### config.mk
export PLATFORM = sky130hd
export DESIGN_NAME = text_line_fold_top
export DESIGN_NICKNAME = d
export VERILOG_FILES = /design/src/sv/tlf_pkg.sv /design/src/sv/tlf_datapath.sv /design/src/sv/tlf_ctrl.sv /design/src/sv/text_line_fold_top.sv
export VERILOG_INCLUDE_DIRS = /design/src /design/src/sv
export SDC_FILE = /design/constraint.sdc
export NUM_CORES = 1
export LEC_CHECK = 0
export BUFFER_PORTS_ARGS = -buffer_cell sky130_fd_sc_hd__buf_2
export CAP_MARGIN = 20
export CORE_ASPECT_RATIO = 0.6
export CORE_MARGIN = 2
export CORE_UTILIZATION = 44
export DETAILED_ROUTE_END_ITERATION = 8
export GPL_ROUTABILITY_DRIVEN = 1
export PLACE_DENSITY_LB_ADDON = 0.08
export SKIP_LAST_GASP = 1
export SYNTH_ARGS = -nofsm -noshare
export SYNTH_HDL_FRONTEND = slang
export SYNTH_SLANG_ARGS = --single-unit
### constraint.sdc
create_clock -name clk_i -period 5.58 [get_ports clk_i]
set_input_delay 0.837 -clock clk_i [delete_from_list [all_inputs] [get_ports clk_i]]
set_output_delay 0.837 -clock clk_i [all_outputs]
set_load 0.005 [all_outputs]
### src/sv/text_line_fold_top_defines.svh
// Assertion macros shared by the line folder modules.
`ifndef TEXT_LINE_FOLD_TOP_DEFINES_SVH
`define TEXT_LINE_FOLD_TOP_DEFINES_SVH

// Checks that a condition holds at every clock edge outside reset.
`define TLF_ASSERT_ALWAYS(lbl, cond, msg) \
  lbl: assert property (@(posedge clk_i) disable iff (!rst_ni) (cond)) else $error(msg);

// Checks that a consequent holds in the same cycle as its antecedent.
`define TLF_ASSERT_IMPL(lbl, ante, cons, msg) \
  lbl: assert property (@(posedge clk_i) disable iff (!rst_ni) (ante) |-> (cons)) \
    else $error(msg);

`endif

### src/sv/tlf_pkg.sv
// Shared types and constants of the line folder.
`default_nettype none

package tlf_pkg;

  localparam int LEN_W  = 6;
  localparam int CHAR_W = 8;

  localparam logic [LEN_W-1:0]  ResetWidth = 6'd12;
  localparam logic [CHAR_W-1:0] CharSpace  = 8'd32;
  localparam logic [CHAR_W-1:0] CharTab    = 8'd9;
  localparam logic [CHAR_W-1:0] CharNl     = 8'd10;

  // Commands from the controller to the datapath.
  typedef struct packed {
    logic accept;
    logic write;
    logic load_flush;
    logic emit_mem;
    logic emit_nl;
    logic in_flush;
  } tlf_cmd_t;

  // Status from the datapath to the controller.
  typedef struct packed {
    logic fold_now;
    logic flush_now;
    logic pend_wr;
    logic flush_pend;
    logic rem_one;
    logic out_free;
  } tlf_sts_t;

endpackage

`default_nettype wire

### src/sv/tlf_datapath.sv
// Line buffer, fold decision, read pointer and output register of the line folder.
`default_nettype none
`include "text_line_fold_top_defines.svh"

module tlf_datapath import tlf_pkg::*; #(
  parameter int unsigned MAX_WIDTH = 62
) (
  input  wire logic              clk_i,
  input  wire logic              rst_ni,
  input  wire logic              cfg_we_i,
  input  wire logic [LEN_W-1:0]  cfg_wdata_i,
  input  wire logic [CHAR_W-1:0] in_char_i,
  input  wire logic              in_last_i,
  input  wire tlf_cmd_t          cmd_i,
  output tlf_sts_t               sts_o,
  output logic                   out_valid_o,
  input  wire logic              out_stall_i,
  output logic [CHAR_W-1:0]      out_char_o,
  output logic                   run_last_o,
  output logic                   text_end_o
);

  localparam int AW = (MAX_WIDTH > 1) ? $clog2(MAX_WIDTH) : 1;
  localparam logic [LEN_W-1:0] MaxLen = LEN_W'(MAX_WIDTH);
  localparam logic [LEN_W:0]   MaxSum = (LEN_W+1)'(MAX_WIDTH);

  // Adds an offset to a circular buffer address.
  function automatic logic [AW-1:0] wrap_add(input logic [AW-1:0] base,
                                             input logic [LEN_W-1:0] ofs);
    logic [LEN_W:0] sum;
    sum = (LEN_W+1)'(base) + {1'b0, ofs};
    if (sum >= MaxSum) begin
      sum = sum - MaxSum;
    end
    return sum[AW-1:0];
  endfunction

  // Line state.
  logic [LEN_W-1:0] width_q;
  logic [AW-1:0]    head_q, head_d;
  logic [LEN_W-1:0] count_q, count_d;
  logic [LEN_W-1:0] brk_pos_q, brk_pos_d;
  logic             brk_vld_q, brk_vld_d;
  logic             prev_nb_q, prev_nb_d;
  logic             skip_q, skip_d;
  logic [LEN_W-1:0] resume_q, resume_d;

  // Item and emission state.
  logic [CHAR_W-1:0] char_q;
  logic              last_q;
  logic [AW-1:0]     wr_addr_q;
  logic              pend_wr_q;
  logic              flush_pend_q;
  logic [AW-1:0]     flush_ptr_q;
  logic [LEN_W-1:0]  flush_len_q;
  logic [AW-1:0]     ptr_q, ptr_d;
  logic [LEN_W-1:0]  rem_q, rem_d;

  // Line memory.
  logic [CHAR_W-1:0] mem [MAX_WIDTH];
  logic [CHAR_W-1:0] rd_data_q;
  logic              mem_we;
  logic [AW-1:0]     mem_waddr;
  logic [CHAR_W-1:0] mem_wdata;

  // Output register.
  logic              out_valid_q, out_valid_d;
  logic [CHAR_W-1:0] out_char_q;
  logic              run_last_q;
  logic              text_end_q;
  logic              out_free;

  // Fold decision signals.
  logic             blank, drop, fold, fold_a, fold_b, fold_c;
  logic [LEN_W-1:0] wc, rest, fold_len;
  logic [LEN_W-1:0] cnt1, bp1, cnt2, bp2, res2;
  logic [AW-1:0]    head1, tail;
  logic             prev1, bv1, skip1, prev2, bv2;
  logic             app, wr_ok;

  // Clamp the configured width to the buffer depth; a width of 0 acts as 1.
  always_comb begin
    if (width_q == '0) begin
      wc = LEN_W'(1);
    end else if (width_q > MaxLen) begin
      wc = MaxLen;
    end else begin
      wc = width_q;
    end
  end

  // Classify the incoming byte and choose the kind of fold.
  assign blank  = (in_char_i == CharSpace) || (in_char_i == CharTab);
  assign drop   = skip_q && blank;
  assign fold   = !drop && (count_q >= wc);
  assign fold_a = fold && blank && prev_nb_q;
  assign fold_b = fold && !fold_a && brk_vld_q && (brk_pos_q < count_q);
  assign fold_c = fold && !fold_a && !fold_b;
  assign rest   = count_q - resume_q;

  // Line state after the fold.
  always_comb begin
    cnt1     = count_q;
    head1    = head_q;
    prev1    = prev_nb_q;
    bv1      = brk_vld_q;
    bp1      = brk_pos_q;
    fold_len = count_q;
    skip1    = 1'b0;
    if (fold_a || fold_c) begin
      cnt1  = '0;
      head1 = wrap_add(head_q, count_q);
      prev1 = 1'b0;
      bv1   = 1'b0;
      bp1   = '0;
      skip1 = fold_a;
    end else if (fold_b) begin
      cnt1     = rest;
      head1    = wrap_add(head_q, resume_q);
      prev1    = (rest != '0);
      bv1      = 1'b0;
      bp1      = '0;
      fold_len = brk_pos_q;
      skip1    = (rest == '0);
    end
  end

  // Line state after appending the incoming byte.
  assign app   = !drop && !fold_a && !(skip1 && blank);
  assign wr_ok = app && (cnt1 < MaxLen);
  assign tail  = wrap_add(head1, cnt1);

  always_comb begin
    cnt2  = cnt1;
    bv2   = bv1;
    bp2   = bp1;
    prev2 = prev1;
    res2  = resume_q;
    if (wr_ok) begin
      cnt2  = cnt1 + LEN_W'(1);
      prev2 = !blank;
      if (blank) begin
        res2 = cnt1 + LEN_W'(1);
      end
      if (blank && prev1) begin
        bv2 = 1'b1;
        bp2 = cnt1;
      end
    end
  end

  // Next line state; a last item clears the line after its flush is planned.
  always_comb begin
    head_d    = head_q;
    count_d   = count_q;
    brk_pos_d = brk_pos_q;
    brk_vld_d = brk_vld_q;
    prev_nb_d = prev_nb_q;
    skip_d    = skip_q;
    resume_d  = resume_q;
    if (cmd_i.accept) begin
      head_d   = head1;
      resume_d = res2;
      if (in_last_i) begin
        count_d   = '0;
        brk_pos_d = '0;
        brk_vld_d = 1'b0;
        prev_nb_d = 1'b0;
        skip_d    = 1'b0;
      end else begin
        count_d   = cnt2;
        brk_pos_d = bp2;
        brk_vld_d = bv2;
        prev_nb_d = prev2;
        skip_d    = !app;
      end
    end
  end

  // Read pointer and remaining byte count of the current segment.
  always_comb begin
    ptr_d = ptr_q;
    rem_d = rem_q;
    if (cmd_i.accept) begin
      ptr_d = head_q;
      rem_d = fold_len;
    end else if (cmd_i.load_flush) begin
      ptr_d = flush_ptr_q;
      rem_d = flush_len_q;
    end else if (cmd_i.emit_mem) begin
      ptr_d = wrap_add(ptr_q, LEN_W'(1));
      rem_d = rem_q - LEN_W'(1);
    end
  end

  // Control registers.
  always_ff @(posedge clk_i or negedge rst_ni) begin
    if (!rst_ni) begin
      width_q      <= ResetWidth;
      head_q       <= '0;
      count_q      <= '0;
      brk_pos_q    <= '0;
      brk_vld_q    <= 1'b0;
      prev_nb_q    <= 1'b0;
      skip_q       <= 1'b0;
      resume_q     <= '0;
      pend_wr_q    <= 1'b0;
      flush_pend_q <= 1'b0;
      last_q       <= 1'b0;
      ptr_q        <= '0;
      rem_q        <= '0;
      out_valid_q  <= 1'b0;
    end else begin
      if (cfg_we_i) begin
        width_q <= cfg_wdata_i;
      end
      head_q      <= head_d;
      count_q     <= count_d;
      brk_pos_q   <= brk_pos_d;
      brk_vld_q   <= brk_vld_d;
      prev_nb_q   <= prev_nb_d;
      skip_q      <= skip_d;
      resume_q    <= resume_d;
      ptr_q       <= ptr_d;
      rem_q       <= rem_d;
      out_valid_q <= out_valid_d;
      if (cmd_i.accept) begin
        pend_wr_q    <= fold && wr_ok;
        flush_pend_q <= in_last_i && (cnt2 != '0);
        last_q       <= in_last_i;
      end
    end
  end

  // Item payload kept for the deferred write and the flush.
  always_ff @(posedge clk_i) begin
    if (cmd_i.accept) begin
      char_q      <= in_char_i;
      wr_addr_q   <= tail;
      flush_ptr_q <= head1;
      flush_len_q <= cnt2;
    end
  end

  // A byte is written at once unless a fold still has to read the old line.
  always_comb begin
    mem_we    = 1'b0;
    mem_waddr = wr_addr_q;
    mem_wdata = char_q;
    if (cmd_i.accept && wr_ok && !fold) begin
      mem_we    = 1'b1;
      mem_waddr = tail;
      mem_wdata = in_char_i;
    end else if (cmd_i.write) begin
      mem_we = 1'b1;
    end
  end

  // Line memory with a registered read one pointer step ahead.
  always_ff @(posedge clk_i) begin
    if (mem_we) begin
      mem[mem_waddr] <= mem_wdata;
    end
    rd_data_q <= mem[ptr_d];
  end

  // Output register.
  assign out_free = !out_valid_q || !out_stall_i;

  always_comb begin
    out_valid_d = out_valid_q;
    if (cmd_i.emit_mem || cmd_i.emit_nl) begin
      out_valid_d = 1'b1;
    end else if (!out_stall_i) begin
      out_valid_d = 1'b0;
    end
  end

  always_ff @(posedge clk_i) begin
    if (cmd_i.emit_mem) begin
      out_char_q <= rd_data_q;
      run_last_q <= cmd_i.in_flush && (rem_q == LEN_W'(1));
      text_end_q <= cmd_i.in_flush && (rem_q == LEN_W'(1));
    end else if (cmd_i.emit_nl) begin
      out_char_q <= CharNl;
      run_last_q <= !flush_pend_q;
      text_end_q <= !flush_pend_q && last_q;
    end
  end

  assign out_valid_o = out_valid_q;
  assign out_char_o  = out_char_q;
  assign run_last_o  = run_last_q;
  assign text_end_o  = text_end_q;

  // Status to the controller.
  always_comb begin
    sts_o.fold_now   = fold;
    sts_o.flush_now  = in_last_i && (cnt2 != '0);
    sts_o.pend_wr    = pend_wr_q;
    sts_o.flush_pend = flush_pend_q;
    sts_o.rem_one    = (rem_q == LEN_W'(1));
    sts_o.out_free   = out_free;
  end

  // The line never outgrows the buffer.
  `TLF_ASSERT_ALWAYS(a_count_bound, count_q <= MaxLen, "line count exceeds buffer depth")
  // A fold candidate always lies inside the buffered line.
  `TLF_ASSERT_IMPL(a_brk_inside, brk_vld_q, brk_pos_q < count_q, "fold point outside line")
  // Bytes are read from the buffer only while the segment has bytes left.
  `TLF_ASSERT_IMPL(a_emit_rem, cmd_i.emit_mem, rem_q != '0, "buffer read past segment end")

endmodule

`default_nettype wire

### src/sv/tlf_ctrl.sv
// Sequencing state machine of the line folder.
`default_nettype none
`include "text_line_fold_top_defines.svh"

module tlf_ctrl import tlf_pkg::*; (
  input  wire logic     clk_i,
  input  wire logic     rst_ni,
  input  wire logic     in_valid_i,
  output logic          in_stall_o,
  input  wire tlf_sts_t sts_i,
  output tlf_cmd_t      cmd_o
);

  localparam logic [2:0] ST_IDLE  = 3'd0;
  localparam logic [2:0] ST_FOLD  = 3'd1;
  localparam logic [2:0] ST_NL    = 3'd2;
  localparam logic [2:0] ST_WR    = 3'd3;
  localparam logic [2:0] ST_LOAD  = 3'd4;
  localparam logic [2:0] ST_FLUSH = 3'd5;

  logic [2:0] state_q, state_d;
  logic [4:0] cmd_act;

  // Next state and commands.
  always_comb begin
    state_d = state_q;
    cmd_o   = '0;
    unique case (state_q)
      ST_IDLE: begin
        cmd_o.accept = in_valid_i;
        if (in_valid_i) begin
          if (sts_i.fold_now) begin
            state_d = ST_FOLD;
          end else if (sts_i.flush_now) begin
            state_d = ST_LOAD;
          end
        end
      end
      ST_FOLD: begin
        if (sts_i.out_free) begin
          cmd_o.emit_mem = 1'b1;
          if (sts_i.rem_one) begin
            state_d = ST_NL;
          end
        end
      end
      ST_NL: begin
        if (sts_i.out_free) begin
          cmd_o.emit_nl = 1'b1;
          if (sts_i.pend_wr) begin
            state_d = ST_WR;
          end else if (sts_i.flush_pend) begin
            state_d = ST_LOAD;
          end else begin
            state_d = ST_IDLE;
          end
        end
      end
      ST_WR: begin
        cmd_o.write = 1'b1;
        state_d     = sts_i.flush_pend ? ST_LOAD : ST_IDLE;
      end
      ST_LOAD: begin
        cmd_o.load_flush = 1'b1;
        state_d          = ST_FLUSH;
      end
      ST_FLUSH: begin
        cmd_o.in_flush = 1'b1;
        if (sts_i.out_free) begin
          cmd_o.emit_mem = 1'b1;
          if (sts_i.rem_one) begin
            state_d = ST_IDLE;
          end
        end
      end
      default: begin
        state_d = ST_IDLE;
      end
    endcase
  end

  assign in_stall_o = (state_q != ST_IDLE);

  // Datapath actions requested in this cycle.
  assign cmd_act = {cmd_o.accept, cmd_o.write, cmd_o.load_flush, cmd_o.emit_mem, cmd_o.emit_nl};

  // State register.
  always_ff @(posedge clk_i or negedge rst_ni) begin
    if (!rst_ni) begin
      state_q <= ST_IDLE;
    end else begin
      state_q <= state_d;
    end
  end

  // At most one datapath action per cycle.
  `TLF_ASSERT_ALWAYS(a_cmd_onehot, $onehot0(cmd_act), "conflicting datapath commands")
  // Nothing is loaded into a full, stalled output register.
  `TLF_ASSERT_IMPL(a_emit_free, cmd_o.emit_mem || cmd_o.emit_nl, sts_i.out_free, "output overwritten while stalled")

endmodule

`default_nettype wire

### src/sv/text_line_fold_top.sv
// Top level of the word-wrapping line folder.
`default_nettype none

// Folds a byte stream into lines of at most line_width bytes (0 acts as 1, values above
// MAX_WIDTH act as MAX_WIDTH). A line breaks at the first blank of its last blank run that
// follows a non-blank byte, and that run is dropped; without such a blank the line breaks
// hard at its full length. Each break emits the line bytes and a newline. A byte with
// in_last set flushes the line; run_last marks the last output item caused by an input
// item and text_end the last item of the text. A byte that does not fold or flush is
// taken without a stall. An item that folds or flushes stalls the input while the
// line bytes go out, one per cycle while the output is free, then the newline of a fold,
// then a store of the incoming byte when a fold keeps it and a restart of the buffer read
// before a flush, as the line memory has a single read port with a registered output. The
// line buffer needs no clearing after reset.
module text_line_fold_top import tlf_pkg::*; #(
  parameter int unsigned MAX_WIDTH = 62
) (
  input  wire logic              clk_i,
  input  wire logic              rst_ni,
  input  wire logic              cfg_we_i,
  input  wire logic [LEN_W-1:0]  cfg_wdata_i,
  input  wire logic              in_valid_i,
  output logic                   in_stall_o,
  input  wire logic [CHAR_W-1:0] in_char_i,
  input  wire logic              in_last_i,
  output logic                   out_valid_o,
  input  wire logic              out_stall_i,
  output logic [CHAR_W-1:0]      out_char_o,
  output logic                   run_last_o,
  output logic                   text_end_o
);

  tlf_cmd_t cmd;
  tlf_sts_t sts;

  // Controller.
  tlf_ctrl u_ctrl (
    .clk_i      (clk_i),
    .rst_ni     (rst_ni),
    .in_valid_i (in_valid_i),
    .in_stall_o (in_stall_o),
    .sts_i      (sts),
    .cmd_o      (cmd)
  );

  // Datapath.
  tlf_datapath #(
    .MAX_WIDTH (MAX_WIDTH)
  ) u_datapath (
    .clk_i       (clk_i),
    .rst_ni      (rst_ni),
    .cfg_we_i    (cfg_we_i),
    .cfg_wdata_i (cfg_wdata_i),
    .in_char_i   (in_char_i),
    .in_last_i   (in_last_i),
    .cmd_i       (cmd),
    .sts_o       (sts),
    .out_valid_o (out_valid_o),
    .out_stall_i (out_stall_i),
    .out_char_o  (out_char_o),
    .run_last_o  (run_last_o),
    .text_end_o  (text_end_o)
  );

endmodule

`default_nettype wire
==> results of run 1 <==
[power by group]
part           switching, mW  total (mW)  internal (mW)
Sequential             0.195        5.41           5.21
Combinational           5.23        8.51           3.27
Clock                   1.74        3.89           2.16
[registers in the layout (all words and copies together) (netlist names), 3 cells and up]
name                    flops
u_datapath.mem            496
u_datapath.char_q           8
u_datapath.out_char_o       8
u_datapath.rd_data_q        8
u_datapath.brk_pos_q        6
u_datapath.count_q          6
u_datapath.flush_len_q      6
u_datapath.flush_ptr_q      6
u_datapath.head_q           6
u_datapath.ptr_q            6
u_datapath.rem_q            6
u_datapath.resume_q         6
u_datapath.width_q          6
u_datapath.wr_addr_q        6
u_ctrl.state_q              3
[worst max-delay path by stage]
stage                           from               endpoint  slack, ns
6_report        u_datapath.head_q[0]  u_datapath.mem[51][2]       0.03
5_1_grt         u_datapath.head_q[0]  u_datapath.mem[48][3]      -0.18
4_1_cts         u_datapath.head_q[0]  u_datapath.mem[37][7]      -0.08
3_5_place_dp    u_datapath.head_q[0]  u_datapath.mem[53][4]      -0.38
3_3_place_gp   u_datapath.width_q[3]  u_datapath.mem[44][7]      -0.41
2_1_floorplan   u_datapath.head_q[0]   u_datapath.mem[1][0]      -0.08
[logic make-up (layout without fill, tap and decap cells)]
group	Yosys count	in the layout	share of synthesized area
AO/OA/AOI/OAI	421	421	0.107
XOR/XNOR	29	29	0.00950
adder cells (fa/ha/maj)	47	47	0.0231
buffers and inverters	148	424	0.0271
flip-flops	592	592	0.652
multiplexers	282	282	0.113
AND/OR/NAND/NOR	419	419	0.0681
[through the flow]
step                      setup slack (ns)  TNS [ns]  hold slack [ns]  cells  cell area [µm²]
after floorplan                    -0.0848    -12.34            0.448   1938            26900
after CTS                          -0.0778     -6.97            0.351   3019            31500
final                               0.0311         0            0.352   3030            32100
after global routing                -0.183    -33.50            0.399   3030            32100
after detailed placement            -0.382   -110.65            0.489   2910            29500
after global placement              -0.412   -115.51            0.490   2910            29500
[layout make-up]
cell class	instances	area, µm²
repair buffers	269	2360
fillers	4947	27500
clock buffers	68	1500
multi-input cells	1198	9260
flip-flops and latches	592	17400
inverters	47	176
well taps	816	1020
clock inverters	40	358
[routing by layer]
metal	share of wire	global-route usage	up-vias
met5	0	0	-
met4	0.016	0.0493	0
met3	0.079	0.0625	85
met2	0.40	0.308	516
met1	0.51	0.373	8529
li1	-	-	7849
[Yosys cell counts, drive strengths merged, types with 33 or more instances]
master | instances | area share
edfxtp | 532 | 0.60
nand2 | 195 | 0.027
mux2 | 152 | 0.064
o21ai | 139 | 0.026
mux2i | 130 | 0.049
nor2 | 126 | 0.018
o211ai | 112 | 0.032
buf | 68 | 0.016
dfrtp | 50 | 0.047
a21oi | 47 | 0.0092
inv | 47 | 0.0066
ha | 43 | 0.020
clkbuf | 33 | 0.0046
[repair_timing]
| action | CTS | global route |
|---|---|---|
| setup endpoints to repair | 480 | 496 |
| buffers inserted | 1 | 11 |
| pin swaps | 10 | 33 |
| resized for setup | 42 | 123 |
==> metrics.cfg, run 1 <==
[setup_path]
cp_num_buf_inv=4
end_kind=flop
slowest_stage=dfrtp_1
r2r-start=u_datapath.head_q[0]
criticalPathCategory=reg2reg
crit_family=compound AO/OA/AOI/OAI gates
cpPeakStageDelay_ns=0.43
worst_r2r_endpoint=u_datapath.mem[51][2]
crit_cells=27
crit_arrival_ns=5.90
reg2regPathDepth=27
critPathMaxFanout=8
cp-start-kind=flop
worst_ep_required_time_ns=5.93
reg2reg_setup_slack_ns=0.03

[route]
first_pass_iters=5
routed_wl_um=72600
post-route-drc-count=0
drtIter0Drc=1577
drtAntennaViolNets=0
vias=16979
wl_per_cell_um=24.0
viasPerCell=5.60

[global_routing]
gr-usage-all-layers=0.232
grt_max_degree=82
antenna_found_initial=0
grt_pass1_vias=16533
grt_pass1_wl_um=108000
gr-total-overflow=0

[clock_tree]
cts.sink_count=592
clk_path_buf_depth=3
cts_root_buf=clkbuf_16
cts_tree=yes
insertion_delay_ns=0.65
cts_buffers=57
hold_buffers=0
htree_levels=2
path_clk_slew_ns=0.07

[synth]
syn_area_per_cell_um2=13.8
syn-num-nets=2005
yosysSeqAreaShare=0.652
synth_edf_count=532
synthesis.instances=1938
synth_ff_type=edfxtp_1
netlist_area_mm2=0.0267
yosys_register_bits=592
async_flop_share=0.0878
yosysWarningCount=0
ys_types=86

[timing]
rsz0062_at_grt=yes
setup_violations=0
hold_viol=0
finalCritPeriodShare=0.994
timing.fmax_ghz=0.180
slew_headroom=0.359
min_period_ns=5.55
slew_violations=0
finClkSkew_ns=0.0177
worstMarginPinSlew_ns=0.960

[flow_run]
cap_violations=0

[placed_design]
dp_hpwl_um=48900
io_buffers=31
gp_congestion=0.919

[power_and_ir_drop]
ir_drop_mv=0.341
p_leak_nw=11.4
p_total_mw=17.8
powerDensity_mw_per_mm2=555

[final_layout]
layout_commonest_cell=edfxtp_1
drive_above_1_share=0.294
antenna_cells=0
area_growth_pct=20.1
final_util=0.538
final_nets=2232
final_cell_mix=edfxtp_1 (532), nand2_1 (186), buf_4 (179), mux2_2 (142), mux2i_1 (125)

[floorplanning]
die_h_um=195
initial_core_util=0.448
row_count=69
design.core.area_mm2=0.0597
io_pins=32
dieWidth_um=322
dieArea_mm2=0.0628

[min_path]
hold_class=in2async

[run_status]
status=completed

No activity file was read; power rests on OpenSTA's default activity.
==> run 2: changes to the inputs <==
--- a/config.mk
+++ b/config.mk
@@ -8,6 +8,8 @@
 export LEC_CHECK = 0
 export BUFFER_PORTS_ARGS = -buffer_cell sky130_fd_sc_hd__buf_2
 export CAP_MARGIN = 20
+export CELL_PAD_IN_SITES_DETAIL_PLACEMENT = 1
+export CELL_PAD_IN_SITES_GLOBAL_PLACEMENT = 1
 export CORE_ASPECT_RATIO = 0.6
 export CORE_MARGIN = 2
 export CORE_UTILIZATION = 44
==> run 2 against run 1 <==
Against the previous run: the run now ends with setup timing left; worst hold slack worse by 0.0090 ns; maximum frequency is 1.6% lower; cell count is 0.89% higher; critical path depth is 2 lower; largest cell class unchanged; non-clock buffer count is 31 higher; total power is 1.5% higher; register-to-register slack worse by 0.09 ns; final area is 1.6% higher; highest routed layer is now met5; via count is 3.2% higher.
==> metrics.cfg, run 2 (synthesis gave the netlist of run 1 again) <==
[run_status]
status=finished with violations
violations=setup timing

[timing]
finClkSkew_ns=0.0295  ; +0.0118 ns
fin_tns_setup_ns=-3.71  ; -3.71 ns
finalCritPeriodShare=1.01  ; +0.0162
setup_violations=146  ; +146
rsz0062_at_grt=yes
timing.fmax_ghz=0.177  ; -1.6%
worstMarginPinSlew_ns=1.29  ; +0.334 ns
hold_viol=0  ; unchanged
slew_headroom=0.136  ; -0.223
finalWorstSetupSlack_ns=-0.0596  ; -0.0907 ns
slew_violations=0  ; unchanged
min_period_ns=5.64  ; +0.0907 ns

[setup_path]
cp-start-kind=flop
cpPeakStageDelay_ns=0.44  ; about the same
cp_num_buf_inv=2  ; -2
end_kind=flop
crit_family=compound AO/OA/AOI/OAI gates
criticalPathCategory=reg2reg
reg2reg_setup_slack_ns=-0.06  ; -0.09 ns
critPathMaxFanout=8  ; unchanged
crit_top_cell=a21oi_2
worst_ep_required_time_ns=5.91  ; -0.02 ns
slowest_stage=dfrtp_1
crit_arrival_ns=5.97  ; +0.07 ns

[route]
post-route-drc-count=0  ; unchanged
drtAntennaViolNets=0  ; unchanged
first_pass_iters=6  ; +1
vias=17528  ; +3.2%
routed_wl_um=80500  ; +11%
viasPerCell=5.73  ; +2.3%
drtIter0Drc=1701  ; +7.9%
wl_per_cell_um=26.3  ; +9.8%

[floorplanning]
initial_core_util=0.448  ; unchanged
io_pins=32  ; unchanged
die_h_um=195  ; unchanged
dieWidth_um=322  ; unchanged
design.core.area_mm2=0.0597  ; unchanged
dieArea_mm2=0.0628  ; unchanged
row_count=69  ; unchanged

[global_routing]
gr-total-overflow=0  ; unchanged
grt_max_degree=130  ; +59%
antenna_found_initial=5  ; +5
grt_pass1_wl_um=119000  ; +10%
grt_pass1_vias=17513  ; +5.9%
gr-usage-all-layers=0.257  ; +0.0244

[placed_design]
dp_hpwl_um=54700  ; +12%
place_ws_ns=-0.569  ; -0.186 ns
gp_congestion=0.925  ; +0.72%
io_buffers=31  ; unchanged
place_inst=2932  ; +0.76%

[final_layout]
fillCellCount=5748  ; +16%
largest_reg_flops=496  ; unchanged
layout_commonest_cell=edfxtp_1
final_nets=2262  ; +1.3%
drive_above_1_share=0.303  ; +0.00864
area_growth_pct=22.1
fin_cells=3057  ; +0.89%
final_cell_mix=edfxtp_1 (532), buf_4 (192), nand2_1 (182), mux2_2 (141), mux2i_1 (126)
top_register=u_datapath.mem
regArea_mm2=0.0174  ; about the same
multiInputGateArea_mm2=0.00942  ; +1.8%

[power_and_ir_drop]
ir_drop_mv=0.579  ; +70%
powerDensity_mw_per_mm2=554  ; -0.18%
p_leak_nw=11.6  ; +1.8%

[flow_run]
cap_violations=0  ; unchanged

[clock_tree]
path_clk_slew_ns=0.08  ; about the same
cts_buffers=56  ; -1.8%
insertion_delay_ns=0.63  ; -0.02 ns
clk_path_buf_depth=3  ; unchanged
cts_root_buf=clkbuf_16
htree_levels=2  ; unchanged
cts.sink_count=592  ; unchanged
cts_tree=yes

[min_path]
hold_class=in2async

==> run 2: cell types whose count changed in the layout (fill, tap and decap cells not counted), sizes merged <==
cell,before,now
clkinv,30,15
inv,48,50
clkinvlp,4,1
clkbuf,68,81
bufinv,5,3
buf,269,300
diode,0,1
==> run 2: final cells by class <==
class | instances | share of cell area
Clock buffer | 81 | 0.0499
Multi-Input combinational cell | 1198 | 0.289
Timing Repair Buffer | 300 | 0.0839
Antenna cell | 1 | 0.0000767
Inverter | 47 | 0.00541
Sequential cell | 592 | 0.534
Tap cell | 816 | 0.0313
Clock inverter | 22 | 0.00636
==> run 2: stage by stage <==
step                      area, µm²  power, mW   util  hold WS, ns
final                         32600       18.1  0.547        0.343
after CTS                     31800       17.8  0.533        0.357
after detailed placement      29600       13.8  0.496        0.473
after floorplan               26900       10.7      -        0.448
after global routing          32600       19.0  0.547        0.379
after global placement        29600       13.7  0.496        0.464
==> run 2: per-layer routing <==
metal / vias to the layer above / share of wire / global-route usage
li1: 7896 / - / -
met1: 9031 / 0.51 / 0.425
met2: 526 / 0.39 / 0.332
met3: 69 / 0.084 / 0.0698
met4: 6 / 0.0091 / 0.0382
met5: - / 0.00045 / 0
==> run 2: where the power goes <==
group          switching (mW)  leakage, nW  internal [mW]  total, mW
combinational            5.50         5.14           3.27       8.77
sequential              0.195         5.51           5.21       5.41
clock                    1.72        0.902           2.17       3.89
==> run 2: timing repair <==
action,4_1_cts,5_1_grt
setup buffers,4,22
hold buffers,0,0
setup endpoints to repair,496,496
pin swaps,13,58
resized for setup,75,146
==> run 2: path summary, 6_finish.rpt <==
check | endpoint | startpoint | cells after the start
max | u_datapath.mem[10][5] | u_datapath.head_q[0] | 25
min | u_datapath.width_q[1] | rst_ni | 2
max reg2reg | u_datapath.mem[10][5] | u_datapath.head_q[0] | 25
min reg2reg | u_datapath.brk_vld_q | u_datapath.brk_vld_q | 2
max in group asynchronous | u_datapath.count_q[2] | rst_ni | 2
min in group clk_i | u_datapath.width_q[5] | cfg_wdata_i[5] | 3
==> run 3: changes to the inputs <==
--- a/config.mk
+++ b/config.mk
@@ -13,6 +13,8 @@
 export CORE_ASPECT_RATIO = 0.6
 export CORE_MARGIN = 2
 export CORE_UTILIZATION = 44
+export CTS_BUF_LIST = sky130_fd_sc_hd__clkbuf_8
+export CTS_CLUSTER_DIAMETER = 120
 export DETAILED_ROUTE_END_ITERATION = 8
 export GPL_ROUTABILITY_DRIVEN = 1
 export PLACE_DENSITY_LB_ADDON = 0.08
==> run 3 against run 2 <==
Against the previous run: the flow still finishes with violations (setup timing); clock-buffer cell count rose by 14; sequential cell count did not move; cell count rose by 2.2%; non-clock buffer count rose by 14; first-iteration DRC count fell by 2.2%; combinational power rose by 1%; sequential share of layout area fell by 0.55 points; sequential power barely moved; highest routed layer unchanged.
==> metrics.cfg, run 3 (synthesis gave the netlist of run 1 again) <==
[setup_path]
cp-start-kind=flop
end_kind=flop
worst_ep_required_time_ns=5.95  ; +0.04 ns
critPathMaxFanout=8  ; unchanged
r2r-start=u_datapath.head_q[0]
crit_start=u_datapath.head_q[0]
crit_arrival_ns=6.10  ; +0.13 ns
criticalPathCategory=reg2reg

[placed_design]
dp_hpwl_um=54700  ; unchanged
place_ws_ns=-0.569  ; unchanged
place_inst=2932  ; unchanged
gp_congestion=0.925  ; unchanged
io_buffers=31  ; unchanged
dpl_cell_area_mm2=0.0296  ; unchanged

[route]
drtIter0Drc=1663  ; -2.2%
vias=17743  ; +1.2%
post-route-drc-count=0  ; unchanged
first_pass_iters=5  ; -1
routed_wl_um=81900  ; +1.7%
drtAntennaViolNets=0  ; unchanged
viasPerCell=5.68  ; -0.94%
wl_per_cell_um=26.2  ; -0.49%

[global_routing]
grt_pass1_vias=17766  ; +1.4%
grt_max_degree=130  ; unchanged
antenna_found_initial=6  ; +1
grt_pass1_wl_um=120000  ; +0.62%
gr-usage-all-layers=0.259  ; +0.00202
gr-total-overflow=0  ; unchanged

[timing]
slew_violations=0  ; unchanged
worstMarginPinSlew_ns=1.46  ; +0.161 ns
finalWorstSetupSlack_ns=-0.155  ; -0.0954 ns
setup_violations=341  ; +130%
finalCritPeriodShare=1.03  ; +0.0171
timing.fmax_ghz=0.174  ; -1.7%
min_period_ns=5.73  ; +0.0954 ns
slew_headroom=0.0286  ; -0.108
finClkSkew_ns=0.0397  ; +0.0103 ns
hold_viol=0  ; unchanged
rsz0062_at_grt=yes

[final_layout]
final_cell_mix=edfxtp_1 (532), nand2_1 (180), buf_4 (177), mux2_2 (140), mux2i_1 (126)
final_nets=2310  ; +2.1%
final_util=0.553  ; +0.00566
fin_cells=3124  ; +2.2%
top_register=u_datapath.mem
layout_commonest_cell=edfxtp_1
fillCellCount=5778  ; +0.52%
largest_reg_flops=496  ; unchanged
final_area_mm2=0.0330  ; +1.0%
drive_above_1_share=0.319  ; +0.0159
area_growth_pct=23.4

[clock_tree]
cts.sink_count=592  ; unchanged
cts_root_buf=clkbuf_8
insertion_delay_ns=0.71  ; +0.08 ns
clk_path_buf_depth=3  ; unchanged
cts_buffers=90  ; +61%
cts_tree=yes
hold_buffers=0  ; unchanged
path_clk_slew_ns=0.07  ; about the same
htree_levels=3  ; +1

[floorplanning]
initial_core_util=0.448  ; unchanged
dieArea_mm2=0.0628  ; unchanged
dieWidth_um=322  ; unchanged
row_count=69  ; unchanged
design.core.area_mm2=0.0597  ; unchanged
die_h_um=195  ; unchanged
io_pins=32  ; unchanged

[run_status]
status=finished with violations
violations=setup timing

[power_and_ir_drop]
powerDensity_mw_per_mm2=541  ; -2.4%
ir_drop_mv=0.600  ; +3.6%
p_total_mw=17.8  ; -1.3%
p_leak_nw=11.8  ; +2.0%

[flow_run]
cap_violations=0  ; unchanged

[min_path]
hold_class=in2async

run 3: cell types whose count changed in the layout (fill, tap and decap cells not counted), moves of 13 or more:
cell and delta:
clkbuf_8 +86, clkbuf_16 -58, inv_1 +25, buf_4 -15
clkbuf_1 -14, buf_6 +13
run 3: layout make-up:
type	instances	area (µm²)	area share
flip-flops and latches	592	17400	0.529
multi-input cells	1198	9560	0.290
repair buffers	314	3060	0.0928
clock buffers	95	1310	0.0397
well taps	816	1020	0.0310
clock inverters	61	405	0.0123
inverters	47	176	0.00535
diodes	1	2.50	0.0000759
run 3: worst max-delay path, cell delays in order (launching register included):
cell and delay [ns]:
dfrtp_1 0.44, ha_4 0.20, fa_2 0.40, a21oi_2 0.16
nor2_1 0.06, nor2_1 0.14, o21bai_1 0.12, a21o_1 0.20
a31o_4 0.22, xor2_1 0.14, nor2_1 0.14, a21oi_2 0.07
mux2_4 0.31, fa_2 0.41, xor2_1 0.18, ha_1 0.20
a31oi_1 0.28, a31oi_4 0.06, a21oi_2 0.20, mux2_4 0.33
or3_4 0.37, o32ai_4 0.14, nand2_2 0.11, buf_12 0.22
nor2_4 0.28
run 3: final timing paths:
| path | endpoint | slack [ns] | cells after the start |
|---|---|---|---|
| hold / removal | u_datapath.width_q[1] | 0.28 | 2 |
| hold reg to reg | u_datapath.brk_vld_q | 0.49 | 2 |
| min in group clk_i | u_datapath.width_q[5] | 0.35 | 3 |
| setup reg to reg | u_datapath.mem[32][4] | -0.15 | 24 |
| setup / recovery | u_datapath.mem[32][4] | -0.15 | 24 |
| max in group asynchronous | u_datapath.count_q[2] | 4.72 | 2 |
run 3: through the flow:
step	TNS [ns]	hold slack, ns
2_1_floorplan	-12.34	0.448
3_3_place_gp	-92.24	0.464
3_5_place_dp	-200.69	0.473
4_1_cts	-0.0179	0.252
5_1_grt	-124.90	0.282
6_report	-23.33	0.278
run 3: routing by layer:
metal,vias to the layer above,track usage,part of all wire
met3,90,0.0734,0.081
li1,8001,-,-
met4,4,0.0457,0.011
met5,-,0,0.00032
met2,541,0.331,0.40
met1,9107,0.427,0.51
run 3: report_power, final:
group / switching, mW / total [mW] / leakage, nW / internal (mW)
Sequential: 0.194 / 5.41 / 5.51 / 5.21
Clock: 1.74 / 3.55 / 0.968 / 1.81
Combinational: 5.56 / 8.87 / 5.31 / 3.31
Total: 7.50 / 17.8 / 11.8 / 10.3
run 3: what timing repair did:
item / 4_1_cts / 5_1_grt
setup buffers: 7 / 35
setup endpoints to repair: 496 / 496
gates resized for setup: 83 / 190
pin swaps: 12 / 72
